===== src/design/ncs_ram.sv =====
// Generic simple dual-port RAM: one write port, one read port, registered read.
// No dependencies.
`default_nettype none

module ncs_ram #(
	parameter int WIDTH = 8,
	parameter int DEPTH = 16
) (
	input  wire logic                                        clk,
	input  wire logic                                        we,
	input  wire logic [(DEPTH > 1 ? $clog2(DEPTH) : 1)-1:0] waddr,
	input  wire logic [WIDTH-1:0]                            wdata,
	input  wire logic [(DEPTH > 1 ? $clog2(DEPTH) : 1)-1:0] raddr,
	output logic      [WIDTH-1:0]                            rdata_q
);

	logic [WIDTH-1:0] mem_q [DEPTH];

	always_ff @(posedge clk) begin
		if (we) begin
			mem_q[waddr] <= wdata;
		end
		rdata_q <= mem_q[raddr];
	end

endmodule

`default_nettype wire


===== config.mk =====
export PLATFORM = sky130hd
export DESIGN_NAME = ncs_ram
export DESIGN_NICKNAME = d
export VERILOG_FILES = /design/src/design/ncs_ram.sv
export SDC_FILE = /design/constraint.sdc
export NUM_CORES = 1
export LEC_CHECK = 0
export BUFFER_PORTS_ARGS = -buffer_cell sky130_fd_sc_hd__buf_2
export CAP_MARGIN = 10
export CORE_MARGIN = 4
export CORE_UTILIZATION = 40
export DETAILED_ROUTE_END_ITERATION = 7
export GPL_TIMING_DRIVEN = 0
export SKIP_LAST_GASP = 1
export SYNTH_ARGS = -nofsm -noshare
export SYNTH_HDL_FRONTEND = slang
export SYNTH_SLANG_ARGS = --single-unit

===== constraint.sdc =====
create_clock -name clk -period 3.2 [get_ports clk]
set_input_delay 0.16 -clock clk [delete_from_list [all_inputs] [get_ports clk]]
set_output_delay 0.16 -clock clk [all_outputs]
set_load 0.02 [all_outputs]

Word-level counts from Yosys, hierarchy flattened
Memory sizes are Yosys's and may differ from the RTL's. A register that Yosys moved wholly into a read port is not among the register bits.
Cells that the tools add are included.
- bits in registers: 0
- latch bits: 0
- bits in writable memories: 128
- memory bits (read-only): 0
- input port bits: 18
- logic and storage cells: 3
- memories kept: 1
- memory list (memory ; depth ; bits a word ; rd ports ; clocked after Yosys merged registers in ; write ports ; RTL line ; text):
    mem_q ; 16 ; 8 ; 1 ; 1 ; 1 ; 17 ; logic [WIDTH-1:0] mem_q [DEPTH];
- add/sub/neg operators: 0
- multiply operators: 0
- div/mod/pow operators: 0
- magnitude comparators: 0
- equal/unequal tests: 0
- shifts and indexed selects: 0
- muxes and demuxes: 2
- bitwise operators: 0
- reductions and logical operators: 0
- operator list (operator ; number):
    $mux 1 ; 2

Depth between registers and ports, before layout
Gate-level depths: netlist of the first run.
- depth in word-level cells: 2
- gate-level depth with buffers: 5

Worst setup path after synthesis of the first run
No wires, ideal clock.
- path kind: input to register
- from: input port waddr[2] in the netlist's numbering
- to: memory mem_q[0][0] (enable)
- library setup time: 0.383 ns
- arrival: 1.270 ns
- required time: 2.817 ns
- slack: 1.547 ns
- stages: 2
- buffers on the path: 0
- cell sequence: or3b_2 -> nor3_1
- RTL lines (item ; RTL line ; text):
    start: declaration ; 11 ; input wire logic [(DEPTH > 1 ? $clog2(DEPTH) : 1)-1:0] waddr,
    end: declaration ; 17 ;
No word-level cell before the write port.

Final worst setup path of the first run
- from: input port waddr[2] in the netlist's numbering
- to: memory mem_q[0][7] (enable)
No word-level cell before the write port.

==> qor.yml, run 1 <==
setup_path:
  crit_family: "simple AND/OR/NAND/NOR gates"
  crit_cells: 4
  critPathLaunch: "waddr[2]"
  reg2reg_slack_ns: 1.79
  endpoint: "mem_q[0][7]"
  rr_worst_depth: 3
  critPathMaxStageDelay_ns: 0.52
  critPathBufInv: 2
  required_ns: 3.31
  reg2reg_to: "rdata_q[0]"
  worstSetupPathType: "in -> reg"
  cpMaxStageDelayCell: "or3b_2"
  arrival_ns: 1.56
  cp-end-kind: "register"
  crit_chain: "buf_2, or3b_2, nor3_1, buf_4"
  critical_path_peak_fanout: 6
  startpoint_type: "input pin"
  r2r-start: "mem_q[1][0]"
clock_network:
  cts_setup_buffers: 0
  cts_max_level: 4
  cts_resized: 0
  clk_pin_slew_ns: 0.06
  clk_path_buf_depth: 2
  cts_buffers: 17
  ctsRootBufferMaster: "clkbuf_16"
  clk_latency_ns: 0.41
  cts_sinks: 136
  cts_tree: "built"
  ctsHoldBuffers: 0
timing:
  finalCritPeriodShare_pct: 45.3
  hold_ws_ns: 0.147
  setup_viol: 0
  fin_tns_setup_ns: 0
  fin_crit_ns: 1.45
  skew_ns: 0.00666
  final-hold-violation-count: 0
  slew_headroom_pct: 43.5
  fmax_mhz: 690
  maxSlewViolCount: 0
  rsz0062_at_grt: "no"
  tightestPinTransition_ns: 0.844
global_route:
  grt_max_degree: 17
  grt_pass1_vias: 2470
  antenna_found_initial: 0
  grt_pass1_wl_mm: 15.0
  grt_usage_pct: 15.0
  grt.overflow.total: 0
synthesis:
  yosys_warnings: 0
  syn_nets: 247
  synth_edf_count: 128
  synthTopCellsByArea: "edfxtp_1 (75%), mux4_2 (7.9%), mux4_1 (7.1%), dfxtp_1 (3.1%), a22oi_1 (2.3%)"
  async_reset_ff_share_pct: 0
  syn_inst: 229
  yosys.area.top_type: "edfxtp_1"
  synth-seq-area-share_pct: 77.8
  synth_top_area_share_pct: 74.7
  synth_most_common_cell: "edfxtp_1"
  synth_cell_types: 19
  synth_ff_type: "edfxtp_1"
  synth_area_um2: 5150
  syn_avg_cell_area_um2: 22.5
  ys_top_cells_by_count: "edfxtp_1 (128), mux4_2 (18), a22oi_1 (16)"
  synth_seq_cells: 136
outcome:
  status: "finished, final reports clean"
routing:
  vias_per_cell: 5.07
  wl_per_cell_um: 21.6
  vias: 2337
  final_antenna_net_count: 0
  dr.pass1.iters: 4
  dr.first_iter.drc_count: 156
  drt-total-wl_mm: 9.96
  drc: 0
cells_and_area:
  drive_gt1_share_pct: 28.7
  antenna-diode-count: 0
  multi_input_area_um2: 1060
  final_nets: 294
  seqCellArea_um2: 4000
  area_delta_synth_final_pct: 18.8
  final.fill_count: 1070
place:
  port_buffers: 24
  hpwl_mm: 6.40
  gp_congestion: 0.699
pwr:
  p_per_area_nw_per_um2: 685
  p_leak_nw: 2.05
  vdd_drop_max_v: 0.000337
floorplan:
  start_util_pct: 40.8
  die_y_um: 121
  ioPinCount: 26
  rows: 41
  die_w_um: 121
  dieArea_um2: 14700
  core_area_um2: 12600
min_path:
  holdCritPathClass: "in -> reg"
job:
  maxCapViolCount: 0
[state kept, by name, indices dropped and copies added (netlist names)]
| signal | cells |
|---|---|
| mem_q | 128 |
| rdata_q | 8 |
[stage by stage]
stage                     total power (W)  cell area, um^2  utilization (%)  std cells  setup slack [ns]
final                             0.00419             6110             48.5        461              1.75
after global routing              0.00433             6110             48.5        461              1.70
after CTS                         0.00422             6100             48.4        459              1.69
after detailed placement          0.00224             5500             43.6        427              1.26
after global placement            0.00224             5480             43.4        425             0.951
after floorplan                   0.00215             5150                -        229              1.55
[cell families after synthesis]
kind of cell	synth area share, %
AOI/OAI and AO/OA	2.33
buffers and inverters	1.68
DFF	77.8
muxes	15.0
and+or+nand+nor	3.18
[per-layer routing]
metal	up-vias	GRT usage (%)	wire [um]
met5	-	0	0
met4	0	6.23	141
met3	9	5.17	485
met2	54	23.4	4950
met1	1208	19.2	4390
li1	1066	-	-
[worst min path at each step]
stage	from	end	slack, ns	cells past startpoint
2_1_floorplan	wdata[0]	mem_q[0][0]	0.26	0
3_3_place_gp	wdata[6]	mem_q[14][6]	0.56	1
3_5_place_dp	rdata_q[1]	rdata_q[1]	0.58	1
4_1_cts	wdata[6]	mem_q[14][6]	0.14	1
5_1_grt	wdata[0]	mem_q[12][0]	0.14	1
6_report	wdata[0]	mem_q[12][0]	0.15	1
[power breakdown]
group / total (W) / internal, W / switching (W) / leakage [nW]
combinational: 0.000203 / 0.0000801 / 0.000122 / 0.537
clock: 0.00198 / 0.00131 / 0.000668 / 0.293
sequential: 0.00200 / 0.00199 / 0.00000858 / 1.22
total: 0.00419 / 0.00339 / 0.000799 / 2.05
[cell usage in the layout, fill, tap and decap left out, types with 8 or more instances in the layout]
master       n
edfxtp_1   128
buf_2       28
mux4_2      18
clkbuf_16   17
a22oi_1     16
mux4_1      14
nor2_1      13
nand2_1      9
dfxtp_1      8
[final cells by class]
cell class / instances / area share [%]
clock inverters: 10 / 2.46
well taps: 172 / 3.52
clock buffers: 22 / 7.43
multi-input cells: 83 / 17.3
repair buffers: 28 / 2.41
plain buffers: 10 / 1.41
flip-flops and latches: 136 / 65.5
Power figures use the tool's default switching activity.
==> inputs of run 2 (changes only) <==
Clock period 3.2 ns to 1.47 ns, I/O delays scaled along.
==> qor.yml, run 2 (same netlist as run 1, synthesis figures left out) <==
floorplan:
  die_y_um: 121
  rows: 41
  die_w_um: 121
  core_area_um2: 12600
  ioPinCount: 26
  start_util_pct: 40.8
  dieArea_um2: 14700
timing:
  slew_headroom_pct: 44.1
  finalCritPeriodShare_pct: 93.7
  skew_ns: 0.00643
  hold_ws_ns: 0.0570
  setup_viol: 0
  final-hold-violation-count: 0
  fmax_mhz: 726
  tightestPinTransition_ns: 0.836
  rsz0062_at_grt: "no"
  maxSlewViolCount: 0
  fin_crit_ns: 1.38
  fin_tns_setup_ns: 0
  layout_setup_ws_ns: 0.0924
clock_network:
  clk_pin_slew_ns: 0.05
  clk_latency_ns: 0.41
  cts_setup_buffers: 0
  cts_max_level: 4
  clk_path_buf_depth: 2
  cts_buffers: 17
  ctsHoldBuffers: 0
  cts_sinks: 136
  ctsRootBufferMaster: "clkbuf_16"
  cts_tree: "built"
global_route:
  grt_usage_pct: 15.1
  grt_max_degree: 17
  grt.overflow.total: 0
  grt_pass1_vias: 2445
  antenna_found_initial: 0
  grt_pass1_wl_mm: 15.1
setup_path:
  startpoint_type: "register"
  crit_chain: "mux4_2, a22oi_1, nand2_1"
  required_ns: 1.76
  worstSetupPathType: "reg -> reg"
  arrival_ns: 1.67
  critPathMaxStageDelay_ns: 0.52
  cpMaxStageDelayCell: "mux4_2"
  critical_path_peak_fanout: 1
  cp-end-kind: "register"
place:
  gp_congestion: 0.695
  pre_cts_slack_ns: -0.431
  port_buffers: 24
  dp_cells: 426
  hpwl_mm: 6.35
routing:
  vias: 2368
  wl_per_cell_um: 21.7
  dr.pass1.iters: 5
  final_antenna_net_count: 0
  vias_per_cell: 5.16
  dr.first_iter.drc_count: 150
  drc: 0
  drt-total-wl_mm: 9.94
pwr:
  power_w: 0.00905
  vdd_drop_max_v: 0.000777
  p_leak_nw: 2.04
  p_per_area_nw_per_um2: 1480
cells_and_area:
  final_cell_mix: "edfxtp_1 (128), buf_2 (28), mux4_2 (18), clkbuf_16 (17), a22oi_1 (15)"
  reg_top3: "mem_q: 128 flops, rdata_q: 8 flops"
  final_nets: 292
  area_delta_synth_final_pct: 18.7
  antenna-diode-count: 0
  largest_reg_flops: 128
  final_common_cell: "edfxtp_1"
  drive_gt1_share_pct: 29.6
  stdcell_count: 459
  top_register: "mem_q"
  final.fill_count: 1059
job:
  maxCapViolCount: 0
outcome:
  status: "finished, final reports clean"
min_path:
  holdCritPathClass: "in -> reg"
[run 2: cell count changes in the layout (fill, tap and decap cells not counted), sizes merged]
| cell | previous run | this run |
|---|---|---|
| clkinv | 5 | 4 |
| bufinv | 4 | 3 |
| clkbuf | 22 | 25 |
| buf | 35 | 32 |
[run 2: what timing repair did]
item                                    in CTS  in global routing
endpoints found under the hold margin        0                  0
resized for setup                            1                  0
endpoints found under the setup margin       1                  0
[run 2: final timing paths]
kind	from	end	slack (ns)	depth (start not counted)
setup / recovery	mem_q[14][7]	rdata_q[7]	0.09	3
hold reg to reg	mem_q[8][3]	rdata_q[3]	0.69	3
setup reg to reg	mem_q[14][7]	rdata_q[7]	0.09	3
hold / removal	wdata[6]	mem_q[15][6]	0.06	1
[run 2: layout make-up]
class	instances	area, um^2	area share, %
Sequential cell	136	4000	65.5
Multi-Input combinational cell	83	1070	17.5
Clock buffer	24	482	7.88
Tap cell	172	215	3.52
Timing Repair Buffer	26	133	2.17
Clock inverter	8	120	1.97
Buffer	10	86.3	1.41
[run 2: through the flow]
step / area (um^2) / utilization [%]
global placement: 5490 / 43.5
floorplan: 5150 / -
CTS: 6100 / 48.3
finish: 6110 / 48.4
global route: 6110 / 48.4
detailed placement: 5490 / 43.5
[run 2: critical path, delay by kind of cell (launching register included)]
| family | cells | cell delay (ns) |
|---|---|---|
| AOI/OAI and AO/OA | 1 | 0.30 |
| DFF | 1 | 0.36 |
| and+or+nand+nor | 1 | 0.08 |
| muxes | 1 | 0.52 |
[run 2: power by group]
group          internal (W)  switching (W)
logic              0.000174       0.000268
registers           0.00434      0.0000182
clock network       0.00279        0.00146
[run 2: per-layer routing]
layer  GRT usage [%]  routed length (um)  vias to the layer above
met5               0                   0                        -
met3            3.92                 568                       16
met4            7.77                 206                        0
met2            22.6                4910                       63
li1                -                   -                     1063
met1            20.4                4250                     1226
==> inputs of run 3 (changes only) <==
Settings changed: PLACE_DENSITY_LB_ADDON from default to 0.1.
==> qor.yml, run 3 (same netlist as run 1, synthesis figures left out) <==
cells_and_area:
  final_nets: 293
  final_cell_mix: "edfxtp_1 (128), buf_2 (27), mux4_2 (18), clkbuf_16 (17), mux4_1 (14)"
  drive_gt1_share_pct: 29.5
  seqCellArea_um2: 4000
  multi_input_area_um2: 1090
  reg_top3: "mem_q: 128 flops, rdata_q: 8 flops"
  stdcell_count: 460
  final.fill_count: 1088
  antenna-diode-count: 0
  top_register: "mem_q"
  final_common_cell: "edfxtp_1"
  largest_reg_flops: 128
  final_area_um2: 6070
  area_delta_synth_final_pct: 17.9
floorplan:
  ioPinCount: 26
  rows: 41
  die_w_um: 121
  dieArea_um2: 14700
  die_y_um: 121
  core_area_um2: 12600
  start_util_pct: 40.8
routing:
  dr.pass1.iters: 4
  drc: 0
  vias_per_cell: 5.14
  drt-total-wl_mm: 10.3
  dr.first_iter.drc_count: 204
  vias: 2363
  final_antenna_net_count: 0
  wl_per_cell_um: 22.4
clock_network:
  cts_max_level: 4
  cts_tree: "built"
  ctsRootBufferMaster: "clkbuf_16"
  clk_latency_ns: 0.41
  clk_pin_slew_ns: 0.05
  ctsHoldBuffers: 0
  cts_resized: 0
  cts_setup_buffers: 0
  clk_path_buf_depth: 2
  cts_sinks: 136
  cts_buffers: 17
min_path:
  hold_end: "mem_q[7][5]"
  timing.hold.worst_path_depth: 1
  holdCritPathClass: "in -> reg"
  min_from: "wdata[5]"
outcome:
  status: "finished, final reports clean"
setup_path:
  worstSetupPathType: "reg -> reg"
  arrival_ns: 1.71
  crit_chain: "mux4_1, a22oi_2, nand2_1"
  reg2reg_slack_ns: 0.06
  rr_worst_depth: 3
  critPathMaxStageDelay_ns: 0.57
  critical_path_peak_fanout: 1
  startpoint_type: "register"
  reg2reg_to: "rdata_q[3]"
  r2r-start: "mem_q[1][3]"
  required_ns: 1.77
  cpMaxStageDelayCell: "mux4_1"
  cp-end-kind: "register"
global_route:
  grt.overflow.total: 0
  grt_usage_pct: 15.4
  grt_pass1_vias: 2405
  grt_pass1_wl_mm: 15.3
  antenna_found_initial: 0
  grt_max_degree: 17
place:
  dp_cells: 428
  port_buffers: 24
  dpl_cell_area_um2: 5510
  hpwl_mm: 6.60
  gp_congestion: 0.744
timing:
  setup_viol: 0
  maxSlewViolCount: 0
  fmax_mhz: 708
  fin_crit_ns: 1.41
  finalCritPeriodShare_pct: 96.1
  tightestPinTransition_ns: 0.862
  final-hold-violation-count: 0
  rsz0062_at_grt: "no"
  skew_ns: 0.00507
  slew_headroom_pct: 42.3
pwr:
  vdd_drop_max_v: 0.00115
  p_leak_nw: 2.02
  p_per_area_nw_per_um2: 1420
job:
  maxCapViolCount: 0
## run 3: through the flow
step                setup TNS, ns  setup slack, ns  power [W]  hold WS (ns)  utilization (%)
CTS                             0          0.00437    0.00871        0.0561             47.9
floorplan                       0            0.130    0.00469         0.172                -
global placement           -23.47           -0.467    0.00489         0.490             43.5
finish                          0           0.0574    0.00863        0.0681             48.1
global route                    0           0.0353    0.00894        0.0644             48.1
detailed placement         -13.21           -0.322    0.00489         0.490             43.7
## run 3: area by class of cell
type,instances,area share [%]
timing repair buffer,27,2.35
buffer,10,1.42
tap,172,3.54
clock inverter,4,0.721
sequential,136,66.0
multi-input combinational,83,18.0
clock buffer,28,8.02
## run 3: power by group
group,leakage (nW),internal [W],switching (W)
clock,0.258,0.00240,0.00141
combinational,0.534,0.000179,0.000277
sequential,1.22,0.00434,0.0000210
## run 3: worst max-delay path by stage
stage	end	slack (ns)	startpoint
final	rdata_q[3]	0.06	mem_q[1][3]
after global routing	rdata_q[3]	0.04	mem_q[1][3]
after CTS	rdata_q[3]	0.004	mem_q[1][3]
after detailed placement	mem_q[2][4]	-0.32	waddr[2]
after global placement	mem_q[8][1]	-0.47	waddr[2]
after floorplan	mem_q[3][0]	0.13	waddr[2]
## run 3: per-layer routing
layer	part of all wire, %	routed length, um	track usage [%]
met5	0	0	0
met4	0.84	86	5.88
met3	7.2	745	5.36
met2	47	4860	22.3
met1	45	4600	21.5
## run 3: worst max-delay path, delay by kind of cell, from the launching register on
| family | cells | cell delay [ns] |
|---|---|---|
| AOI/OAI and AO/OA | 1 | 0.30 |
| muxes | 1 | 0.57 |
| DFF | 1 | 0.35 |
| and+or+nand+nor | 1 | 0.08 |
