<file path="config.mk">
export PLATFORM = sky130hd
export DESIGN_NAME = ncs_ctrl
export DESIGN_NICKNAME = d
export VERILOG_FILES = /design/src/design/ncs_pkg.sv /design/src/design/ncs_ctrl.sv
export SDC_FILE = /design/constraint.sdc
export NUM_CORES = 1
export LEC_CHECK = 0
export BUFFER_PORTS_ARGS = -buffer_cell sky130_fd_sc_hd__buf_4
export CAP_MARGIN = 25
export CELL_PAD_IN_SITES_DETAIL_PLACEMENT = 1
export CELL_PAD_IN_SITES_GLOBAL_PLACEMENT = 2
export CORE_AREA = 3 3 73 75
export DETAILED_ROUTE_END_ITERATION = 12
export DIE_AREA = 0 0 76 78
export PLACE_DENSITY_LB_ADDON = 0.1
export SLEW_MARGIN = 20
export SYNTH_ARGS = -nofsm -noshare
export SYNTH_HDL_FRONTEND = slang
export SYNTH_SLANG_ARGS = --single-unit
</file>
<file path="constraint.sdc">
create_clock -name clk -period 2.2 [get_ports clk]
set_clock_uncertainty 0.15 [all_clocks]
set_input_delay 0.22 -clock clk [delete_from_list [all_inputs] [get_ports clk]]
set_output_delay 0.22 -clock clk [all_outputs]
set_load 0.02 [all_outputs]
</file>
<file path="src/design/ncs_pkg.sv">
// Shared types, widths and codes of the nearest codeword search block.
// No dependencies; every other file in this folder but ncs_ram imports it.
`default_nettype none

package ncs_pkg;

	localparam int MAX_CODEWORDS = 256;
	localparam int MAX_DIMS      = 16;
	localparam int PIXEL_BITS    = 8;

	// fixed field widths of the stream words
	localparam int TYPE_W  = 1;
	localparam int ENTRY_W = 8;
	localparam int ELEM_W  = 4;
	localparam int VALUE_W = 8;
	localparam int NIDX_W  = 8;
	localparam int DIST_W  = 20;

	localparam int IN_DATA_W  = ((ENTRY_W + ELEM_W + VALUE_W + 7) / 8) * 8;
	localparam int OUT_DATA_W = ((NIDX_W + DIST_W + 7) / 8) * 8;

	// configuration port
	localparam int CFG_IDX_W  = 1;
	localparam int CFG_DATA_W = 9;
	localparam int KREG_W     = 9;
	localparam int DREG_W     = 5;
	localparam logic [CFG_IDX_W-1:0] REG_CODEWORDS = 1'b0;
	localparam logic [CFG_IDX_W-1:0] REG_DIMS      = 1'b1;
	localparam logic [KREG_W-1:0] KREG_RESET = 9'd256;
	localparam logic [DREG_W-1:0] DREG_RESET = 5'd16;

	localparam logic [TYPE_W-1:0] REQ_LOAD  = 1'b0;
	localparam logic [TYPE_W-1:0] REQ_POINT = 1'b1;

	// derived storage widths
	localparam int PIX_W     = PIXEL_BITS;
	localparam int SQ_W      = 2 * PIXEL_BITS;
	localparam int CW_IDX_W  = $clog2(MAX_CODEWORDS);
	localparam int DIM_IDX_W = (MAX_DIMS > 1) ? $clog2(MAX_DIMS) : 1;
	localparam int CB_DEPTH  = MAX_CODEWORDS * MAX_DIMS;
	localparam int CB_ADDR_W = $clog2(CB_DEPTH);

	localparam longint unsigned PIX_MAX  = (64'd1 << PIXEL_BITS) - 64'd1;
	localparam longint unsigned DIST_MAX = PIX_MAX * PIX_MAX * MAX_DIMS;
	localparam int SUM_W = $clog2(DIST_MAX + 64'd1);
	localparam int ACC_W = (SUM_W > DIST_W) ? SUM_W : DIST_W;

	typedef enum logic [1:0] {
		ST_IDLE,
		ST_SCAN,
		ST_FLUSH,
		ST_FINISH
	} state_t;

	// one codebook/point read issued by the sequencer
	typedef struct packed {
		logic                valid;
		logic                last_elem;
		logic                last_code;
		logic [CW_IDX_W-1:0] code;
	} issue_t;

endpackage

`default_nettype wire

</file>
<file path="src/design/ncs_ctrl.sv">
// Search sequencer: walks codeword and element counters over the codebook memory.
// Depends on ncs_pkg.
`default_nettype none

module ncs_ctrl (
	input  wire logic                             clk,
	input  wire logic                             arst_n,
	input  wire logic                             start,
	input  wire logic                             done,
	input  wire logic                             out_free,
	input  wire logic [ncs_pkg::CW_IDX_W-1:0]     klast,
	input  wire logic [ncs_pkg::DIM_IDX_W-1:0]    dlast,
	output logic                                  busy,
	output logic                                  load_out,
	output ncs_pkg::issue_t                       issue,
	output logic      [ncs_pkg::CB_ADDR_W-1:0]    cb_raddr,
	output logic      [ncs_pkg::DIM_IDX_W-1:0]    pt_raddr
);

	import ncs_pkg::*;

	state_t                state_q, state_d;
	logic [CW_IDX_W-1:0]   k_q;
	logic [DIM_IDX_W-1:0]  i_q;
	logic [CB_ADDR_W-1:0]  base_q;
	logic                  elem_end, code_end;

	assign elem_end = (i_q == dlast);
	assign code_end = (k_q == klast);

	always_comb begin
		state_d = state_q;
		unique case (state_q)
			ST_IDLE:   if (start) state_d = ST_SCAN;
			ST_SCAN:   if (elem_end && code_end) state_d = ST_FLUSH;
			ST_FLUSH:  if (done) state_d = ST_FINISH;
			ST_FINISH: if (out_free) state_d = ST_IDLE;
			default:   state_d = ST_IDLE;
		endcase
	end

	always_comb begin
		busy            = (state_q != ST_IDLE);
		load_out        = (state_q == ST_FINISH) && out_free;
		issue.valid     = (state_q == ST_SCAN);
		issue.last_elem = elem_end;
		issue.last_code = code_end;
		issue.code      = k_q;
		cb_raddr        = base_q + CB_ADDR_W'(i_q);
		pt_raddr        = i_q;
	end

	always_ff @(posedge clk or negedge arst_n) begin
		if (!arst_n) begin
			state_q <= ST_IDLE;
			k_q     <= '0;
			i_q     <= '0;
			base_q  <= '0;
		end else begin
			state_q <= state_d;
			if (state_q == ST_IDLE) begin
				k_q    <= '0;
				i_q    <= '0;
				base_q <= '0;
			end else if (state_q == ST_SCAN) begin
				// advance to the next codeword row at the end of a vector
				if (elem_end) begin
					i_q    <= '0;
					k_q    <= CW_IDX_W'(k_q + 1'b1);
					base_q <= CB_ADDR_W'(base_q + CB_ADDR_W'(MAX_DIMS));
				end else begin
					i_q <= DIM_IDX_W'(i_q + 1'b1);
				end
			end
		end
	end

endmodule

`default_nettype wire

</file>
[Word-level counts from Yosys, hierarchy flattened]
Index checks and enable logic that the tools add are counted.
Word-level totals
  output and inout port bits: 29
  bits in registers: 26
Cells by class
  eq/ne operators: 9
  add/sub/neg operators: 4
  reductions and logical operators: 8
  mux-type cells: 14
Operators by type and width (number)
  $mux 12: 3
  $mux 8: 3
  $add 12x4->12: 1
  $add 12x5->12 const B: 1
  $mux 4: 3
  $add 8x1->8 const B: 1
  $eq 8x8->1: 1
  $mux 2: 4
  $pmux 2 s4: 1
  $ne 2x2->1 const B: 3
  $reduce_bool 2->1: 3
  $add 4x1->4 const B: 1
  $eq 2x2->1 const B: 2
  $eq 4x4->1: 1
  $reduce_and 4->1: 1
  $eq 2x1->1 const B: 1
  $logic_and 1x1->1: 2
  $logic_not 2->1: 1
  $ne 2x1->1 const B: 1
  $reduce_and 2->1: 1

[Longest topological paths before layout]
Gate-level depths: netlist of the first run.
  depth after elaboration: 4
  gate-level depth with buffers: 7
  mapped depth without buffers: 6

[Worst setup path after synthesis of the first run]
Ideal clock, no wire load.
  path type: register to register
  start point: reg i_q[2] (netlist: pt_raddr[2])
  end point: reg k_q[7]
  setup slack: 56 ps
  buffers on the path: 0
  stages on the path, launching flop included: 6
  arrival: 1867 ps
  library setup time: 127 ps
  data required time: 1923 ps
  cell sequence: dfrtp_1 > xnor2_1 > nand4_2 > or4_4 > nor2_2 > mux2_1
On the way
  cells in the longest elaborated chain, start to end: 3
Ends and longest elaborated chain
  start, declared: line ncs_ctrl.sv:24  | logic [DIM_IDX_W-1:0] i_q;
  start signal, assigned: line ncs_ctrl.sv:72  | i_q <= DIM_IDX_W'(i_q + 1'b1);
  $eq 4x4->1: line ncs_ctrl.sv:28  | assign elem_end = (i_q == dlast);
  $reduce_bool 2->1 (no line)
  $reduce_and 2->1 (no line)
  end signal, assigned: line ncs_ctrl.sv:69  | k_q <= CW_IDX_W'(k_q + 1'b1);
  end, declared: line ncs_ctrl.sv:23  | logic [CW_IDX_W-1:0] k_q;
Every way passes these cells.
A chain may end at the register's enable or synchronous reset.

[Worst setup path in the final report of the first run]
  start point: reg i_q[1] (netlist: pt_raddr[1])
  end point: reg k_q[7]
The elaborated chain is that of the path after synthesis.

==> results_dict.tcl, run 1 <==
set metrics [dict create \
    mostFrequentLayoutCell "buf_4" \
    fin_crit_ns 2.073 \
    ir_drop_uv 324.5 \
    synth_cells 153 \
    layout_common_cells "buf_4, dfrtp_1, nor2_1" \
    min_path_cells 3 \
    clk_latency_ns 0.27 \
    synth_area_mm2 0.001369 \
    hold_viol_final 0 \
    via_count 1196 \
    worstSetupPathType "flop to flop" \
    power.switching_uw 725.8 \
    root_buffer "clkbuf_8" \
    gr-usage-all-layers_pct 13.43 \
    rsz0062_at_grt "false" \
    clockBufferDepth 2 \
    combPwrFrac_pct 48.5 \
    drv_cap 0 \
    clock_power_share_pct 21.6 \
    place_congestion 0.7548 \
    ys_ff_latch 22 \
    io_pins 46 \
    power_leakage_uw 0.0008631 \
    first_pass_iters 4 \
    whs_ns 0.1505 \
    rr_worst_depth 5 \
    grt_util_met1_pct 16.64 \
    internal-power_uw 1083 \
    grt_pass1_wl_um 6403 \
    ant_nets 0 \
    grt_max_degree 23 \
    die_area_mm2 0.005928 \
    dp.cells 252 \
    synth_top_cell_area_share_pct 40.22 \
    yosysTopAreaCell "dfrtp_1" \
    drive_gt1_share_pct 33.68 \
    die_h_um 78 \
    startpoint_type "flop" \
    maxSlewViolCount 0 \
    status "finished clean" \
    synth_flop_cell "dfrtp_1" \
    final_cells 257 \
    dp_hpwl_um 2793 \
    tightest_slew_ns 0.3570 \
    place_ws_ns 0.005433 \
    crit_arrival_ns 2.08 \
    yosys_warnings 0 \
    met3_usage_pct 3.016 \
    synthToLayoutAreaGrowth_pct 35.28 \
    postCtsSetupBuffers 0 \
    drtIter0Drc 11 \
    synth_edf_count 0 \
    route.detailed.drc 0 \
    cp.required_ns 2.21 \
    slew_headroom_pct 75.98 \
    synth_cell_types 31 \
    htree_levels 1 \
    row_count 25 \
    synth-async-reset-ratio_pct 100.0 \
    setup-tns-final_ns 0 \
    start_util_pct 28.98 \
    power_density_mw_per_mm2 977.0 \
    min_path_type "primary input to flop" \
    ys_seq_area_share_pct 40.22 \
    wire_per_inst_um 14.55 \
    die_w_um 76 \
    drt_wl_total_um 3740 \
    fmax_ghz 0.4824 \
    setup_ws_ns 0.1272 \
    io_buffers 45 \
    final-setup-viol-count 0 \
    cts.sinks 22 \
    grt-ovfl-total 0 \
    synth_nets 177 \
    cts.clk_slew.worst_paths_ns 0.09 \
    critPathCaptureType "flop" \
    yosys-top-cells-area "dfrtp_1, xnor2_1, ha_1" \
    core-area_mm2 0.004723 \
    cts_tree "done" \
    avgSynthCellArea_um2 8.946 \
    n_antenna_cell 0 \
    seqPwrFrac_pct 29.9 \
    netSwitchingFraction_pct 40.12 \
    grt_use_met2_pct 23.05 \
    fin_crit_sh_pct 94.22 \
    busiest_layer "met2" \
    grt_pass1_vias 1256 \
    fill_cells 553 \
    via_per_inst 4.654 \
    fin_nets 215 \
    critical_path.max_fanout 6 \
    grt_antenna_before_repair 0 \
    cts_made_buffers 3 \
]
-- routing by layer --
layer | wire length [um] | up-vias
met5 | 0 | -
met4 | 46 | 0
met3 | 181 | 5
met2 | 1884 | 32
met1 | 1628 | 583
li1 | - | 576
-- final cells by class --
cell class / instances / area [um2] / area share [%]
clock inverters: 1 / 30.03 / 1.622
flip-flops and latches: 22 / 551.8 / 29.80
inverters: 4 / 15.01 / 0.8108
clock buffers: 3 / 41.29 / 2.230
well taps: 67 / 83.83 / 4.527
multi-input cells: 108 / 737.0 / 39.80
repair buffers: 52 / 392.9 / 21.22
-- power groups by stage --
stage	sequential, uW	clock, uW	combinational [uW]
2_1_floorplan	584	0	506
3_3_place_gp	537	0	860
3_5_place_dp	546	0	880
4_1_cts	538	404	888
5_1_grt	557	423	970
6_report	541	391	877
-- logic make-up after synthesis --
kind of cell	Yosys count	share of synthesized area, %
muxes	4	3.199
and+or+nand+nor	61	22.21
DFF	22	40.22
buffers and inverters	23	7.403
xor gates and xnor gates	23	14.72
adders and majority gates	7	6.398
AOI/OAI and AO/OA	13	5.851
-- cell usage after synthesis (2+ instances only) --
library cell and count:
mux2_2 2, nor3_1 5, xor2_1 6, ha_1 7, clkbuf_1 15, nor2b_1 2, or3_1 2, a21oi_1 6
nand2_1 12, nor2_1 16, xnor2_1 17, nand2b_1 3, dfrtp_1 22, inv_1 4, o21ai_0 2, nand3_1 10
nand4_1 5, buf_4 4
-- state kept, by name, indices dropped and copies added (netlist names) --
register,cells
base_q,8
k_q,8
pt_raddr,4
state_q,2
-- what timing repair did --
action | in CTS | in global routing
hold buffers | 1 | 0
cloned | 0 | 0
setup endpoints to repair | 1 | 3
resized for setup | 1 | 3
hold endpoints to repair | 22 | 0
-- worst max-delay path, stage by stage (launching register included) --
cell and delay [ns]:
dfrtp_2 0.47, xnor2_2 0.21, nand4_2 0.12, or4_4 0.57, nor2_2 0.13, mux2_1 0.32
-- per-stage QoR --
step	utilization, %	power (uW)	instance area (um2)
after global placement	37.03	1397	1749
after global routing	39.21	1951	1852
after detailed placement	37.03	1426	1749
final	39.21	1809	1852
after CTS	38.86	1830	1836
after floorplan	-	1090	1369
-- worst paths after layout --
| kind | start | endpoint | slack [ns] |
|---|---|---|---|
| setup reg to reg | pt_raddr[1]$_DFFE_PN0P_ | k_q[7]$_DFFE_PN0P_ | 0.13 |
| hold reg to reg | base_q[11]$_DFFE_PN0P_ | base_q[11]$_DFFE_PN0P_ | 0.40 |
| min in group asynchronous | arst_n | k_q[2]$_DFFE_PN0P_ | 0.22 |
| setup / recovery | pt_raddr[1]$_DFFE_PN0P_ | k_q[7]$_DFFE_PN0P_ | 0.13 |
| hold / removal | out_free | state_q[0]$_DFFE_PN0P_ | 0.15 |
| max in group asynchronous | arst_n | pt_raddr[1]$_DFFE_PN0P_ | 1.42 |
No activity file was read; power rests on OpenSTA's default activity.
==> run 2, diff against run 1 <==
- ABC_AREA: not set -> 1
- CORE_AREA: 3 3 73 75 -> 3 3 79 81
- DIE_AREA: 0 0 76 78 -> 0 0 82 84
==> results_dict.tcl, run 2 <==
set metrics [dict create \
    status "finished clean" \
    avgSynthCellArea_um2 7.612 \
    ys_ff_latch 22 \
    final-setup-viol-count 0 \
    synth_flop_cell "dfrtp_1" \
    ant_nets 0 \
    clockBufferDepth 2 \
    fin_crit_sh_pct 87.90 \
    synth_cells 214 \
    synth.most_common_cell "nand2_1" \
    post_cts_resized 0 \
    synthAdderAreaFrac_pct 5.376 \
    place_congestion 0.7060 \
    yosys_warnings 0 \
    htree_levels 1 \
    fin_nets 273 \
    netSwitchingFraction_pct 48.74 \
    worstSetupPathType "flop to primary output" \
    n_antenna_cell 0 \
    critPathCaptureType "primary output" \
    drv_cap 0 \
    combPwrFrac_pct 59.0 \
    die_area_mm2 0.006888 \
    power_density_mw_per_mm2 1109 \
    grt_max_degree 23 \
    power_leakage_uw 0.001033 \
    maxSlewViolCount 0 \
    synth-simple-area-share_pct 30.80 \
    crit_arrival_ns 1.56 \
    dp_hpwl_um 3279 \
    ir_drop_uv 422.9 \
    synth_nets 238 \
    io_pins 46 \
    io_buffers 45 \
    cts.clk_slew.worst_paths_ns 0.08 \
    synthToLayoutAreaGrowth_pct 22.96 \
    internal-power_uw 1139 \
    startpoint_type "flop" \
    tightest_slew_ns 0.3048 \
    power.switching_uw 1083 \
    via_per_inst 4.276 \
    die_w_um 82 \
    critical_path.max_fanout 4 \
    grt_pass1_wl_um 7044 \
    fmax_ghz 0.5171 \
    fin_crit_ns 1.934 \
    slew_headroom_pct 79.68 \
    synth_xor_area_share_pct 9.677 \
    gr-usage-all-layers_pct 12.81 \
    setup-tns-final_ns 0 \
    ys_top_cells_by_count "nand2_1, inv_1, dfrtp_1, nor2_1, nand3_1" \
    clock_power_share_pct 11.4 \
    cts_tree "done" \
    layout_common_cells "nand2_1, buf_4, inv_1" \
    whs_ns 0.2198 \
    synth-async-reset-ratio_pct 100.0 \
    wire_per_inst_um 12.97 \
    hold_viol_final 0 \
    drtIter0Drc 39 \
    seqPwrFrac_pct 29.6 \
    grt_antenna_before_repair 0 \
    grt-ovfl-total 0 \
    drive_gt1_share_pct 30.36 \
    cts_made_buffers 3 \
    cts.sinks 22 \
    synth_area_mm2 0.001629 \
    drt_wl_total_um 4138 \
    synth.area.mux_share_pct 0 \
    synth_cell_types 29 \
    synth_top_cell_area_share_pct 33.79 \
    fill_cells 705 \
    via_count 1364 \
    core-area_mm2 0.005540 \
    ys_seq_area_share_pct 33.79 \
    row_count 27 \
    die_h_um 84 \
    yosysTopAreaCell "dfrtp_1" \
    synth_compound_gate_area_share_pct 5.991 \
    clk_latency_ns 0.26 \
    min_path_type "primary input to flop" \
    grt_pass1_vias 1451 \
    route.detailed.drc 0 \
    synth_top_family_by_area "simple AND/OR/NAND/NOR gates" \
    root_buffer "clkbuf_8" \
    first_pass_iters 4 \
    cts.hold.buffers_added 1 \
    postCtsSetupBuffers 0 \
    mostFrequentLayoutCell "nand2_1" \
    rsz0062_at_grt "false" \
    cp.required_ns 1.83 \
    yosys-top-cells-area "dfrtp_1, nand2_1, inv_1" \
    start_util_pct 29.40 \
    synth_edf_count 0 \
]
run 2: power by group through the flow:
stage	combinational [uW]	sequential (uW)	clock (uW)
after detailed placement	1340	669	0
final	1310	657	254
after CTS	1350	662	272
after global placement	1340	663	0
after global routing	1470	685	291
after floorplan	963	682	0
run 2: worst paths after layout:
path                       cells past startpoint                    from                endpoint  slack, ns
max                                            6      k_q[4]$_DFFE_PN0P_                issue[8]       0.27
min                                            5                out_free  state_q[1]$_DFFE_PN0P_       0.22
max reg2reg                                    7  state_q[0]$_DFFE_PN0P_      k_q[0]$_DFFE_PN0P_       0.39
min reg2reg                                    2  state_q[1]$_DFFE_PN0P_  state_q[1]$_DFFE_PN0P_       0.40
max in group asynchronous                      2                  arst_n      k_q[1]$_DFFE_PN0P_       1.42
min in group asynchronous                      2                  arst_n   base_q[7]$_DFFE_PN0P_       0.24
run 2: cell families (layout without fill, tap and decap cells):
group,Yosys count,in the layout
AO/OA/AOI/OAI,14,14
XOR/XNOR,18,18
adder cells (fa/ha/maj),7,7
buffers and inverters,44,77
flip-flops,22,22
AND/OR/NAND/NOR,109,109
run 2: layout make-up:
| cell class | count | area [um2] | area share [%] |
|---|---|---|---|
| Tap cell | 72 | 90.09 | 4.497 |
| Timing Repair Buffer | 49 | 382.9 | 19.11 |
| Sequential cell | 22 | 550.5 | 27.48 |
| Inverter | 25 | 93.84 | 4.685 |
| Clock buffer | 3 | 41.29 | 2.061 |
| Multi-Input combinational cell | 148 | 844.6 | 42.16 |
run 2: stage by stage:
step / power (uW) / util [%] / cell area (um2) / setup WS (ns) / cells
after floorplan: 1645 / - / 1629 / 0.5634 / 214
after global placement: 1999 / 35.23 / 1952 / 0.4101 / 315
after detailed placement: 2011 / 35.23 / 1952 / 0.3842 / 315
after CTS: 2285 / 36.16 / 2003 / 0.2250 / 319
after global routing: 2442 / 36.16 / 2003 / 0.1833 / 319
final: 2222 / 36.16 / 2003 / 0.2662 / 319
run 2: layer usage:
| layer | routed length (um) | track usage, % |
|---|---|---|
| met5 | 0 | 0 |
| met3 | 205 | 1.728 |
| met2 | 1938 | 20.35 |
| met4 | 27 | 2.719 |
| met1 | 1967 | 18.22 |
run 2: worst max-delay path, cell delays in order (launching register included):
cell and delay, ns:
dfrtp_1 0.42, inv_1 0.16, nand2_1 0.07, nand2_1 0.07, nand2_1 0.09, nor4_1 0.30, buf_4 0.20
