**src/design/ncs_pkg.sv**
```systemverilog
// Shared types, widths and codes of the nearest codeword search block.
// No dependencies; every other file in this folder but ncs_ram imports it.
`default_nettype none

package ncs_pkg;

	localparam int MAX_CODEWORDS = 256;
	localparam int MAX_DIMS      = 16;
	localparam int PIXEL_BITS    = 8;

	// fixed field widths of the stream words
	localparam int TYPE_W  = 1;
	localparam int ENTRY_W = 8;
	localparam int ELEM_W  = 4;
	localparam int VALUE_W = 8;
	localparam int NIDX_W  = 8;
	localparam int DIST_W  = 20;

	localparam int IN_DATA_W  = ((ENTRY_W + ELEM_W + VALUE_W + 7) / 8) * 8;
	localparam int OUT_DATA_W = ((NIDX_W + DIST_W + 7) / 8) * 8;

	// configuration port
	localparam int CFG_IDX_W  = 1;
	localparam int CFG_DATA_W = 9;
	localparam int KREG_W     = 9;
	localparam int DREG_W     = 5;
	localparam logic [CFG_IDX_W-1:0] REG_CODEWORDS = 1'b0;
	localparam logic [CFG_IDX_W-1:0] REG_DIMS      = 1'b1;
	localparam logic [KREG_W-1:0] KREG_RESET = 9'd256;
	localparam logic [DREG_W-1:0] DREG_RESET = 5'd16;

	localparam logic [TYPE_W-1:0] REQ_LOAD  = 1'b0;
	localparam logic [TYPE_W-1:0] REQ_POINT = 1'b1;

	// derived storage widths
	localparam int PIX_W     = PIXEL_BITS;
	localparam int SQ_W      = 2 * PIXEL_BITS;
	localparam int CW_IDX_W  = $clog2(MAX_CODEWORDS);
	localparam int DIM_IDX_W = (MAX_DIMS > 1) ? $clog2(MAX_DIMS) : 1;
	localparam int CB_DEPTH  = MAX_CODEWORDS * MAX_DIMS;
	localparam int CB_ADDR_W = $clog2(CB_DEPTH);

	localparam longint unsigned PIX_MAX  = (64'd1 << PIXEL_BITS) - 64'd1;
	localparam longint unsigned DIST_MAX = PIX_MAX * PIX_MAX * MAX_DIMS;
	localparam int SUM_W = $clog2(DIST_MAX + 64'd1);
	localparam int ACC_W = (SUM_W > DIST_W) ? SUM_W : DIST_W;

	typedef enum logic [1:0] {
		ST_IDLE,
		ST_SCAN,
		ST_FLUSH,
		ST_FINISH
	} state_t;

	// one codebook/point read issued by the sequencer
	typedef struct packed {
		logic                valid;
		logic                last_elem;
		logic                last_code;
		logic [CW_IDX_W-1:0] code;
	} issue_t;

endpackage

`default_nettype wire

```
**src/design/ncs_dist.sv**
```systemverilog
// Distance datapath: absolute difference and square, then accumulate and keep the best.
// Depends on ncs_pkg.
`default_nettype none

module ncs_dist (
	input  wire logic                          clk,
	input  wire logic                          arst_n,
	input  wire ncs_pkg::issue_t               issue,
	input  wire logic [ncs_pkg::PIX_W-1:0]     cb_rdata,
	input  wire logic [ncs_pkg::PIX_W-1:0]     pt_rdata,
	output logic      [ncs_pkg::CW_IDX_W-1:0]  best_k_q,
	output logic      [ncs_pkg::ACC_W-1:0]     best_d_q,
	output logic                               done_q
);

	import ncs_pkg::*;

	issue_t            issue_s1, issue_s2;
	logic [PIX_W-1:0]  diff;
	logic [SQ_W-1:0]   sq_s2;
	logic [ACC_W-1:0]  acc_q;
	logic [ACC_W-1:0]  sum;
	logic              take;

	assign diff = (pt_rdata >= cb_rdata) ? PIX_W'(pt_rdata - cb_rdata)
	                                     : PIX_W'(cb_rdata - pt_rdata);
	assign sum  = ACC_W'(acc_q + ACC_W'(sq_s2));
	// strict compare keeps the earliest codeword on ties
	assign take = (issue_s2.code == '0) || (sum < best_d_q);

	always_ff @(posedge clk) begin
		sq_s2 <= SQ_W'(diff * diff);
		if (issue_s2.valid && issue_s2.last_elem && take) begin
			best_k_q <= issue_s2.code;
			best_d_q <= sum;
		end
	end

	always_ff @(posedge clk or negedge arst_n) begin
		if (!arst_n) begin
			issue_s1 <= '0;
			issue_s2 <= '0;
			acc_q    <= '0;
			done_q   <= 1'b0;
		end else begin
			issue_s1 <= issue;
			issue_s2 <= issue_s1;
			done_q   <= issue_s2.valid && issue_s2.last_elem && issue_s2.last_code;
			if (issue_s2.valid) begin
				acc_q <= issue_s2.last_elem ? '0 : sum;
			end
		end
	end

endmodule

`default_nettype wire

```
**config.mk**
```make
export PLATFORM = sky130hd
export DESIGN_NAME = ncs_dist
export DESIGN_NICKNAME = d
export VERILOG_FILES = /design/src/design/ncs_pkg.sv /design/src/design/ncs_dist.sv
export SDC_FILE = /design/constraint.sdc
export NUM_CORES = 1
export LEC_CHECK = 0
export ABC_CLOCK_PERIOD_IN_PS = 10300
export BUFFER_PORTS_ARGS = -buffer_cell sky130_fd_sc_hd__buf_2
export CAP_MARGIN = 20
export CORE_ASPECT_RATIO = 1.75
export CORE_UTILIZATION = 44
export DETAILED_ROUTE_END_ITERATION = 7
export SLEW_MARGIN = 20
export SYNTH_ARGS = -nofsm -noshare
export SYNTH_HDL_FRONTEND = slang
export SYNTH_SLANG_ARGS = --single-unit
```
**constraint.sdc**
```tcl
create_clock -name clk -period 10.3 [get_ports clk]
set_input_delay 0 -clock clk [delete_from_list [all_inputs] [get_ports clk]]
set_output_delay 0 -clock clk [all_outputs]
set_load 0.05 [all_outputs]
```
# Word-level counts from Yosys, hierarchy flattened
# Index checks and enable logic that the tools add are counted.
# W data, S select, Z words.
word_totals:
  reg_bits: 87
  wordCells: 26
  output_inout_bits: 29
op_classes:
  n_addsub: 3
  order_cmp: 2
  n_reduce_logical: 5
  n_mux: 2
  mul: 1
ops:
  columns: ["op", "count"]
  rows:
  - ["$add A20 B16 Y20", 1]
  - ["$lt A20 B20 Y1", 1]
  - ["$mux W20", 1]
  - ["$mul A8 B8 Y16", 1]
  - ["$sub A8 B8 Y8", 2]
  - ["$ge A8 B8 Y1", 1]
  - ["$logic_not A8 Y1", 1]
  - ["$mux W8", 1]
  - ["$logic_and A1 B1 Y1", 3]
  - ["$logic_or A1 B1 Y1", 1]

# Longest topological paths before layout
# Gate-level depths: netlist (run 1).
logic_depth:
  depth_word: 4
  ltp_mapped: 27
  mapped_depth_nobuf: 27

# Worst setup path before layout (run 1)
# Ideal clock, no wire load.
synth_timing:
  path_kind: "input -> register"
  startpoint: "in pt_rdata[0] (netlist bit)"
  endpoint: "reg sq_s2[15]"
  path_buffers: 0
  path_slack_ps: 4583
  t_arrival_ps: 5599
  setup_ps: 118
  stages: 24
  cell_sequence: "inv_1 > ha_1 > inv_1 > fa_1 > a311o_1 > o21ai_2 > a21oi_4 > mux2i_1 > xnor2_2 > or2_1 > inv_1 > fa_1 > fa_1 > inv_1 > fa_1 > fa_1 > inv_1 > ha_1 > o211ai_1 > a21oi_1 > a221oi_1 > o21ai_0 > xor2_1 > xnor2_1"
synth_between:
  elab_chain_cells: 3
synth_rtl:
  columns: ["element", "line_no", "source"]
  rows:
  - ["start, declared", "ncs_dist.sv:10", "input wire logic [ncs_pkg::PIX_W-1:0] pt_rdata,"]
  - ["$sub A8 B8 Y8 (tied with other cells)", "ncs_dist.sv:26", ": PIX_W'(cb_rdata - pt_rdata);"]
  - ["$mux W8 (*)", "ncs_dist.sv:25", "assign diff = (pt_rdata >= cb_rdata) ? PIX_W'(pt_rdata - cb_rdata)"]
  - ["$mul A8 B8 Y16 (*)", "ncs_dist.sv:32", "sq_s2 <= SQ_W'(diff * diff);"]
  - ["end signal, assigned", "ncs_dist.sv:32", null]
  - ["end, declared", "ncs_dist.sv:20", "logic [SQ_W-1:0] sq_s2;"]
# Every way passes the cells marked *; elsewhere a longest branch is shown, timed or not.
# A chain may end at the register's enable or synchronous reset.

# Final worst setup path (run 1)
# Ends and elaborated chain as after synthesis.

==> results_dict.tcl, run 1 <==
set metrics [dict create \
    status "completed" \
    totalWireLength_um 12200 \
    design_area_mm2 0.00696 \
    ctsRootBufferMaster "clkbuf_16" \
    grt_pass1_wl_um 20600 \
    syn_inst 591 \
    arrival_ns 6.35 \
    finalSetupTns_ns 0 \
    fmaxAchievable_mhz 163 \
    track_usage_pct 18.3 \
    yosysWarnings 0 \
    finalCritPeriodShare_pct 59.4 \
    worst_pin_slew_ns 0.843 \
    tritoncts "yes" \
    placed_area_mm2 0.00654 \
    skew_ns 0.00619 \
    reg2regPathDepth 18 \
    fin_util_pct 52.0 \
    reg2reg_to "best_d_q[3]" \
    overflow 0 \
    required_ns 10.53 \
    nNetsFinal 802 \
    drtIter0Drc 103 \
    rrSetupSlack_ns 5.26 \
    h-tree-depth 3 \
    layout-drive-gt1-share_pct 13.0 \
    die_x_um 90.6 \
    path_buf_inv 5 \
    critPathTopFamily "adder cells" \
    first_pass_iters 4 \
    end_kind "flop" \
    path_common_cell "fa_1" \
    wl_per_cell_um 14.5 \
    avgSynthCellArea_um2 10.2 \
    grt_max_degree 44 \
    hpwl_um 9770 \
    cp.depth 24 \
    vias_per_cell 5.20 \
    worstSetupStartpointType "primary input" \
    vias 4380 \
    coreArea_mm2 0.0134 \
    ios 58 \
    async_flop_share_pct 50.0 \
    synth_flop_cell "dfrtp_1" \
    fp.dieArea_mm2 0.0142 \
    yosysUniqueCellTypes 58 \
    instances_no_fill 843 \
    drv_slew 0 \
    hold_viol 0 \
    min_path_type "in2async" \
    final_antenna_net_count 0 \
    place.port_buffers 57 \
    initial_utilization_pct 45.2 \
    cp_slowest_stage_delay_ns 0.67 \
    syn_area_mm2 0.00605 \
    postCtsResizedCells 0 \
    dp_cells 815 \
    path_cells "buf_2 > inv_1 > ha_1 > inv_1 > fa_1 > a311o_1 > o21ai_2 > a21oi_4 > mux2_2 > xor2_1 > nor2_1 > fa_1 > fa_1 > inv_1 > fa_1 > fa_1 > inv_1 > ha_1 > o211ai_1 > a21oi_1 > a221oi_1 > o21ai_0 > xor2_1 > xnor2_1" \
    synthToLayoutAreaGrowth_pct 15.0 \
    rsz0062_at_grt "no" \
    maxCapViolations 0 \
    clk_pin_slew_ns 0.06 \
    antenna_cells 0 \
    finalCriticalPeriod_ns 6.12 \
    clk_latency_ns 0.34 \
    critical_path_class "in2reg" \
    seq_area_frac_synth_pct 36.7 \
    synth_edf_count 28 \
    synth_seq_cells 86 \
    clock_path_buffers 2 \
    r2r_start "acc_q[2]" \
    antenna_found_initial 0 \
    gp_congestion 0.832 \
    cp_max_fo 11 \
    grt_pass1_vias 4680 \
    finalSetupViolCount 0 \
    crit_slowest_cell "xor2_1" \
    cts_inserted_buffers 9 \
    drc 0 \
    rows 56 \
    synth_nets 729 \
    cts.sinks 86 \
    max_slew_margin_pct 43.4 \
    dieHeight_um 157 \
]
## synth_stat cells, drive strengths merged, types with 6 or more instances
| master | n | area [um^2] |
|---|---|---|
| fa | 27 | 541 |
| a22o | 16 | 140 |
| a21o | 20 | 150 |
| xnor2 | 31 | 287 |
| edfxtp | 28 | 841 |
| nor2 | 42 | 163 |
| xor2 | 9 | 86.3 |
| o21ai | 23 | 119 |
| nand4 | 6 | 37.5 |
| dfxtp | 15 | 300 |
| inv | 94 | 353 |
| nand3 | 6 | 30.0 |
| nand2 | 19 | 71.3 |
| a21oi | 47 | 246 |
| nand2b | 7 | 43.8 |
| dfrtp | 43 | 1080 |
| ha | 82 | 1030 |
## layout make-up
cell class | count | area [um^2]
well taps | 174 | 218
clock inverters | 7 | 72.6
repair buffers | 72 | 430
clock buffers | 9 | 225
inverters | 94 | 353
fillers | 1240 | 6430
flip-flops and latches | 86 | 2220
multi-input cells | 401 | 3440
## metrics by stage
| step | setup slack, ns | hold WS [ns] |
|---|---|---|
| 3_5_place_dp | 3.77 | 0.109 |
| 4_1_cts | 4.13 | 0.274 |
| 3_3_place_gp | 3.94 | 0.109 |
| 2_1_floorplan | 4.58 | -0.296 |
| 6_report | 4.18 | 0.197 |
| 5_1_grt | 3.72 | 0.262 |
## per-layer routing
metal | wire length (um) | global-route usage [%] | vias up
li1 | - | - | 2166
met1 | 4380 | 16.5 | 2139
met2 | 7310 | 39.3 | 56
met3 | 208 | 1.84 | 19
met4 | 282 | 7.99 | 0
met5 | 0 | 0 | -
## cells by family after synthesis
family	after synthesis	synth area share, %
buffers and inverters	104	6.58
AND/OR/NAND/NOR	106	8.54
flip-flops	86	36.7
adder cells (fa/ha/maj)	109	25.9
multiplexers	5	0.848
XOR/XNOR	40	6.16
AO/OA/AOI/OAI	141	15.3
## layout by cell type (no fill, tap or decap), types with 27 or more instances in the layout
master | Yosys | layout
inv_1 | 93 | 93
ha_1 | 82 | 82
buf_2 | 3 | 56
a21oi_1 | 46 | 46
dfrtp_1 | 43 | 43
nor2_1 | 40 | 40
xnor2_1 | 29 | 29
edfxtp_1 | 28 | 28
fa_1 | 27 | 27
## how the worst max path moves through the flow
stage	end	slack [ns]	startpoint
3_5_place_dp	sq_s2[15]	3.77	pt_rdata[0]
2_1_floorplan	sq_s2[15]	4.58	pt_rdata[0]
4_1_cts	sq_s2[15]	4.13	pt_rdata[0]
3_3_place_gp	sq_s2[15]	3.94	pt_rdata[0]
5_1_grt	sq_s2[15]	3.72	pt_rdata[0]
6_report	sq_s2[15]	4.18	pt_rdata[0]
## state kept, by name (all words and copies together), names as in the netlist
signal	cells
best_k_q	8
issue_s2	11
done_q	1
issue_s1	11
sq_s2	15
best_d_q	20
acc_q	20
## timing repair
action,in CTS,in global routing
hold buffers,12,0
endpoints found under the hold margin,54,0
setup buffers,0,0
Power of run 1 is left out: the tool's default activity adds up to more than one toggle a clock period on the data nets, which glitch-free logic cannot reach.
==> inputs of run 2 (changes only) <==
- ABC_CLOCK_PERIOD_IN_PS: 10300 -> 5500
- clock period: 10.3 -> 5.5 ns (I/O delays scaled with it)
==> run 2 against run 1 <==
Effect of this change:
- die area did not move
- final cell count rose by 7.1%
- clock skew rose by 0.00055 ns
- setup slack got worse by 4.0 ns
- global-route usage rose by 0.62 points
- critical path depth rose by 1
- non-clock buffer count rose by 60
- count of clock-buffer cells in the layout rose by 2
- via count rose by 4.9%
- register-to-register slack got worse by 4.2 ns
- design area rose by 9.0%
- first-iteration DRC count rose by 67%
- largest cell class unchanged
==> results_dict.tcl, run 2 (same netlist as run 1, synthesis figures left out) <==
set metrics [dict create \
    status "completed" \
    grt_pass1_wl_um 20900 \
    clk_latency_ns 0.34 \
    h-tree-depth 3 \
    rows 56 \
    drtIter0Drc 172 \
    fp.dieArea_mm2 0.0142 \
    dieHeight_um 157 \
    place.port_buffers 57 \
    arrival_ns 5.52 \
    min_path_type "in2async" \
    nNetsFinal 862 \
    r2r_start "acc_q[2]" \
    coreArea_mm2 0.0134 \
    placed_area_mm2 0.00698 \
    worst_pin_slew_ns 0.706 \
    hpwl_um 10600 \
    antenna_found_initial 0 \
    final_cell_mix "86 x inv_1, 79 x ha_1, 63 x buf_4" \
    fin_hold_ws_ns 0.198 \
    vias 4594 \
    synthToLayoutAreaGrowth_pct 25.4 \
    max_slew_margin_pct 52.8 \
    final_antenna_net_count 0 \
    first_pass_iters 4 \
    totalWireLength_um 12800 \
    required_ns 5.73 \
    track_usage_pct 18.9 \
    skew_ns 0.00674 \
    finalSetupViolCount 0 \
    grt_pass1_vias 4818 \
    layout-drive-gt1-share_pct 24.1 \
    fmaxAchievable_mhz 189 \
    largestRegisters "acc_q x20, best_d_q x20, sq_s2 x15" \
    hold_viol 0 \
    die_x_um 90.6 \
    cts_inserted_buffers 9 \
    clk_pin_slew_ns 0.06 \
    wl_per_cell_um 14.2 \
    vias_per_cell 5.09 \
    tritoncts "yes" \
    final_common_cell "inv_1" \
    ios 58 \
    finalCritPeriodShare_pct 96.2 \
    design_area_mm2 0.00758 \
    crit_start "pt_rdata[0]" \
    antenna_cells 0 \
    finalCriticalPeriod_ns 5.29 \
    worstSetupStartpointType "primary input" \
    initial_utilization_pct 45.2 \
    drc 0 \
    end_kind "flop" \
    gp_congestion 0.831 \
    rsz0062_at_grt "yes" \
    maxCapViolations 0 \
    fin_util_pct 56.7 \
    overflow 0 \
    cp_max_fo 8 \
    drv_slew 0 \
    cts.sinks 86 \
    grt_max_degree 44 \
    clock_path_buffers 2 \
    ctsRootBufferMaster "clkbuf_16" \
    critical_path_class "in2reg" \
]
## run 2: changes by cell type in the layout (fill, tap and decap cells not counted), sizes merged
cell / change
bufinv: +1
clkinvlp: -1
inv: -2
clkbuf: +2
buf: +60
## run 2: critical path, stage by stage
cell      delay [ns]
buf_8           0.10
inv_4           0.05
ha_4            0.12
inv_2           0.04
fa_2            0.35
a311o_1         0.30
o21ai_2         0.22
a21oi_4         0.14
mux2_4          0.35
xor2_4          0.20
or2_4           0.25
fa_1            0.48
inv_1           0.07
fa_1            0.48
fa_1            0.55
inv_1           0.06
fa_1            0.52
inv_1           0.07
ha_4            0.24
o211ai_1        0.14
a21oi_2         0.10
a221oi_2        0.28
o21ai_1         0.12
xor2_1          0.18
xnor2_1         0.13
## run 2: area by class of cell
type	instances	area, um^2
Clock buffer	11	233
Clock inverter	5	75.1
Fill cell	1191	5800
Inverter	94	355
Multi-Input combinational cell	401	3590
Sequential cell	86	2220
Tap cell	174	218
Timing Repair Buffer	132	895
## run 2: repair_timing
| item | 4_1_cts | 5_1_grt |
|---|---|---|
| setup buffers | 0 | 6 |
| resized for setup | 0 | 34 |
| endpoints found under the setup margin | 0 | 5 |
| hold buffers | 12 | 0 |
| hold endpoints to repair | 54 | 0 |
## run 2: through the flow
| step | std cells | TNS, ns | setup WS [ns] |
|---|---|---|---|
| 6_report | 903 | 0 | 0.207 |
| 5_1_grt | 903 | -0.105 | -0.0865 |
| 3_3_place_gp | 869 | -0.534 | -0.211 |
| 3_5_place_dp | 869 | -0.955 | -0.346 |
| 2_1_floorplan | 591 | 0 | 0.0250 |
| 4_1_cts | 897 | 0 | 0.0254 |
## run 2: worst paths after layout
| kind | endpoint | slack (ns) | cells after the start |
|---|---|---|---|
| worst min register to register | issue_s2[1] | 0.35 | 0 |
| worst max register to register | best_d_q[4] | 1.07 | 18 |
| worst min-delay path | acc_q[0] | 0.20 | 2 |
| max in group asynchronous | issue_s1[4] | 4.91 | 2 |
| min in group clk | sq_s2[0] | 0.26 | 5 |
| worst max-delay path | sq_s2[15] | 0.21 | 25 |
## run 2: routing by layer
metal / global-route usage [%] / vias to the layer above / routed length (um)
li1: - / 2291 / -
met1: 15.9 / 2208 / 4230
met2: 39.9 / 65 / 7730
met3: 2.61 / 30 / 237
met4: 11.7 / 0 / 600
met5: 0 / - / 0
Power of run 2 is left out for the same reason.
==> inputs of run 3 (changes only) <==
- ABC_AREA: default -> 1
==> run 3 against run 2 <==
Effect of this change:
- count of clock-buffer cells in the layout fell by 1
- area after synthesis increased by 8.5%
- clock skew is essentially flat
- global-route usage grew 0.58 points
- design area fell by 1.3%
- critical path depth up 3
- maximum frequency is 7.1% higher
==> results_dict.tcl, run 3 <==
set metrics [dict create \
    cp_max_fo 8 \
    placed_area_mm2 0.00705 \
    cp.depth 28 \
    synth_seq_cells 86 \
    crit_slowest_cell "fa_1" \
    async_flop_share_pct 50.0 \
    hold_viol 0 \
    path_common_cell "inv_1" \
    synthToLayoutAreaGrowth_pct 14.1 \
    cp_slowest_stage_delay_ns 0.55 \
    maxCapViolations 0 \
    r2r_start "acc_q[6]" \
    avgSynthCellArea_um2 8.79 \
    design_area_mm2 0.00748 \
    critPathTopFamily "adder cells" \
    h-tree-depth 3 \
    grt_pass1_wl_um 23000 \
    coreArea_mm2 0.0144 \
    seq_area_frac_synth_pct 33.8 \
    syn_area_mm2 0.00656 \
    wl_per_cell_um 13.6 \
    yosysUniqueCellTypes 45 \
    vias 5034 \
    cts.sinks 86 \
    wl_met3_um 282 \
    finalCritPeriodShare_pct 89.9 \
    largestRegisters "acc_q x20, best_d_q x20, sq_s2 x15" \
    end_kind "flop" \
    fmaxAchievable_mhz 202 \
    synth_flop_cell "dfrtp_1" \
    finalSetupViolCount 0 \
    worst_pin_slew_ns 0.757 \
    final_common_cell "nand2_1" \
    status "completed" \
    critical_path_class "in2reg" \
    synth_most_common_cell "nand2_1" \
    ios 58 \
    tritoncts "yes" \
    drc 0 \
    die_x_um 94.3 \
    initial_utilization_pct 45.4 \
    dieHeight_um 164 \
    rrSetupSlack_ns 1.44 \
    grt_max_degree 44 \
    fp.dieArea_mm2 0.0154 \
    clock_path_buffers 2 \
    required_ns 5.72 \
    antenna_found_initial 0 \
    nNetsFinal 961 \
    vias_per_cell 4.99 \
    finalSetupTns_ns 0 \
    drt-met1-wl_um 4680 \
    overflow 0 \
    path_buf_inv 8 \
    first_pass_iters 5 \
    yosysTopAreaCellShare_pct 16.4 \
    drv_slew 0 \
    clk_latency_ns 0.34 \
    final_cell_mix "148 x nand2_1, 134 x inv_1, 82 x ha_1" \
    arrival_ns 5.16 \
    max_slew_margin_pct 49.3 \
    finalCriticalPeriod_ns 4.94 \
    worstSetupStartpointType "primary input" \
    postCtsResizedCells 0 \
    clk_pin_slew_ns 0.06 \
    place_ws_ns 0.194 \
    synth_edf_count 28 \
    synth_area_leader_cell "dfrtp_1" \
    synthTopCellsByCount "148 x nand2_1, 134 x inv_1, 82 x ha_1" \
    critPathCapture "sq_s2[13]" \
    crit_start "pt_rdata[0]" \
    skew_ns 0.00713 \
    syn_inst 746 \
    finalWorstSetupSlack_ns 0.557 \
    ctsRootBufferMaster "clkbuf_16" \
    min_path_type "in2reg" \
    synth_nets 884 \
    reg2reg_to "best_d_q[0]" \
    grt_pass1_vias 5418 \
    met2_length_um 8130 \
    yosysWarnings 0 \
    cts_inserted_buffers 9 \
    highest_layer "met4" \
    rows 58 \
    final_antenna_net_count 0 \
    synth_area_leaders "dfrtp_1 16%, ha_1 16%, edfxtp_1 13%" \
    gp_congestion 0.871 \
    drtIter0Drc 134 \
    layout-drive-gt1-share_pct 13.6 \
    totalWireLength_um 13700 \
    rsz0062_at_grt "no" \
    track_usage_pct 19.5 \
    hpwl_um 11500 \
    reg2regPathDepth 18 \
    antenna_cells 0 \
    place.port_buffers 57 \
]
[run 3: worst min-delay path by stage]
stage,startpoint,end,slack [ns],cells past startpoint
after floorplan,arst_n,acc_q[0],-0.30,0
after global placement,issue[4],issue_s1[4],0.11,1
after detailed placement,issue[1],issue_s1[1],0.11,1
after CTS,pt_rdata[0],sq_s2[0],0.04,3
after global routing,pt_rdata[0],sq_s2[0],0.07,3
final,pt_rdata[0],sq_s2[0],0.04,3
[run 3: logic make-up after synthesis]
kind of cell	count (synthesis)	synth area share, %
buf+inv	148	9.06
fa+ha+maj	109	23.9
flops	86	33.8
simple gates	283	20.9
xor+xnor	32	4.39
compound gates	88	7.97
[run 3: layer usage]
layer  GRT usage [%]  vias to the layer above
met4            10.7                        0
met1            16.5                     2347
li1                -                     2544
met5               0                        -
met3            2.23                       38
met2            41.0                      105
[run 3: area by class of cell]
class                      count  area, um^2
tap                          180         225
timing repair buffer          73         438
clock inverter                 6        76.3
clock buffer                  10         239
inverter                     141         536
multi-input combinational    512        3750
fill                        1358        6960
sequential                    86        2220
[run 3: worst min-delay path: stages]
cell and delay [ns]:
buf_2 0.09, ha_1 0.16, inv_2 0.07
[run 3: repair_timing]
item / in CTS / in global routing
buffers inserted: 0 / 0
hold buffers: 12 / 0
hold endpoints to repair: 54 / 0
[run 3: through the flow]
step	hold slack [ns]	utilization, %	cells
floorplan	-0.296	-	746
global placement	0.109	48.8	980
detailed placement	0.110	48.8	980
CTS	0.0370	51.8	1008
global route	0.0664	51.8	1008
finish	0.0409	51.8	1008
Power of run 3 is left out for the same reason.
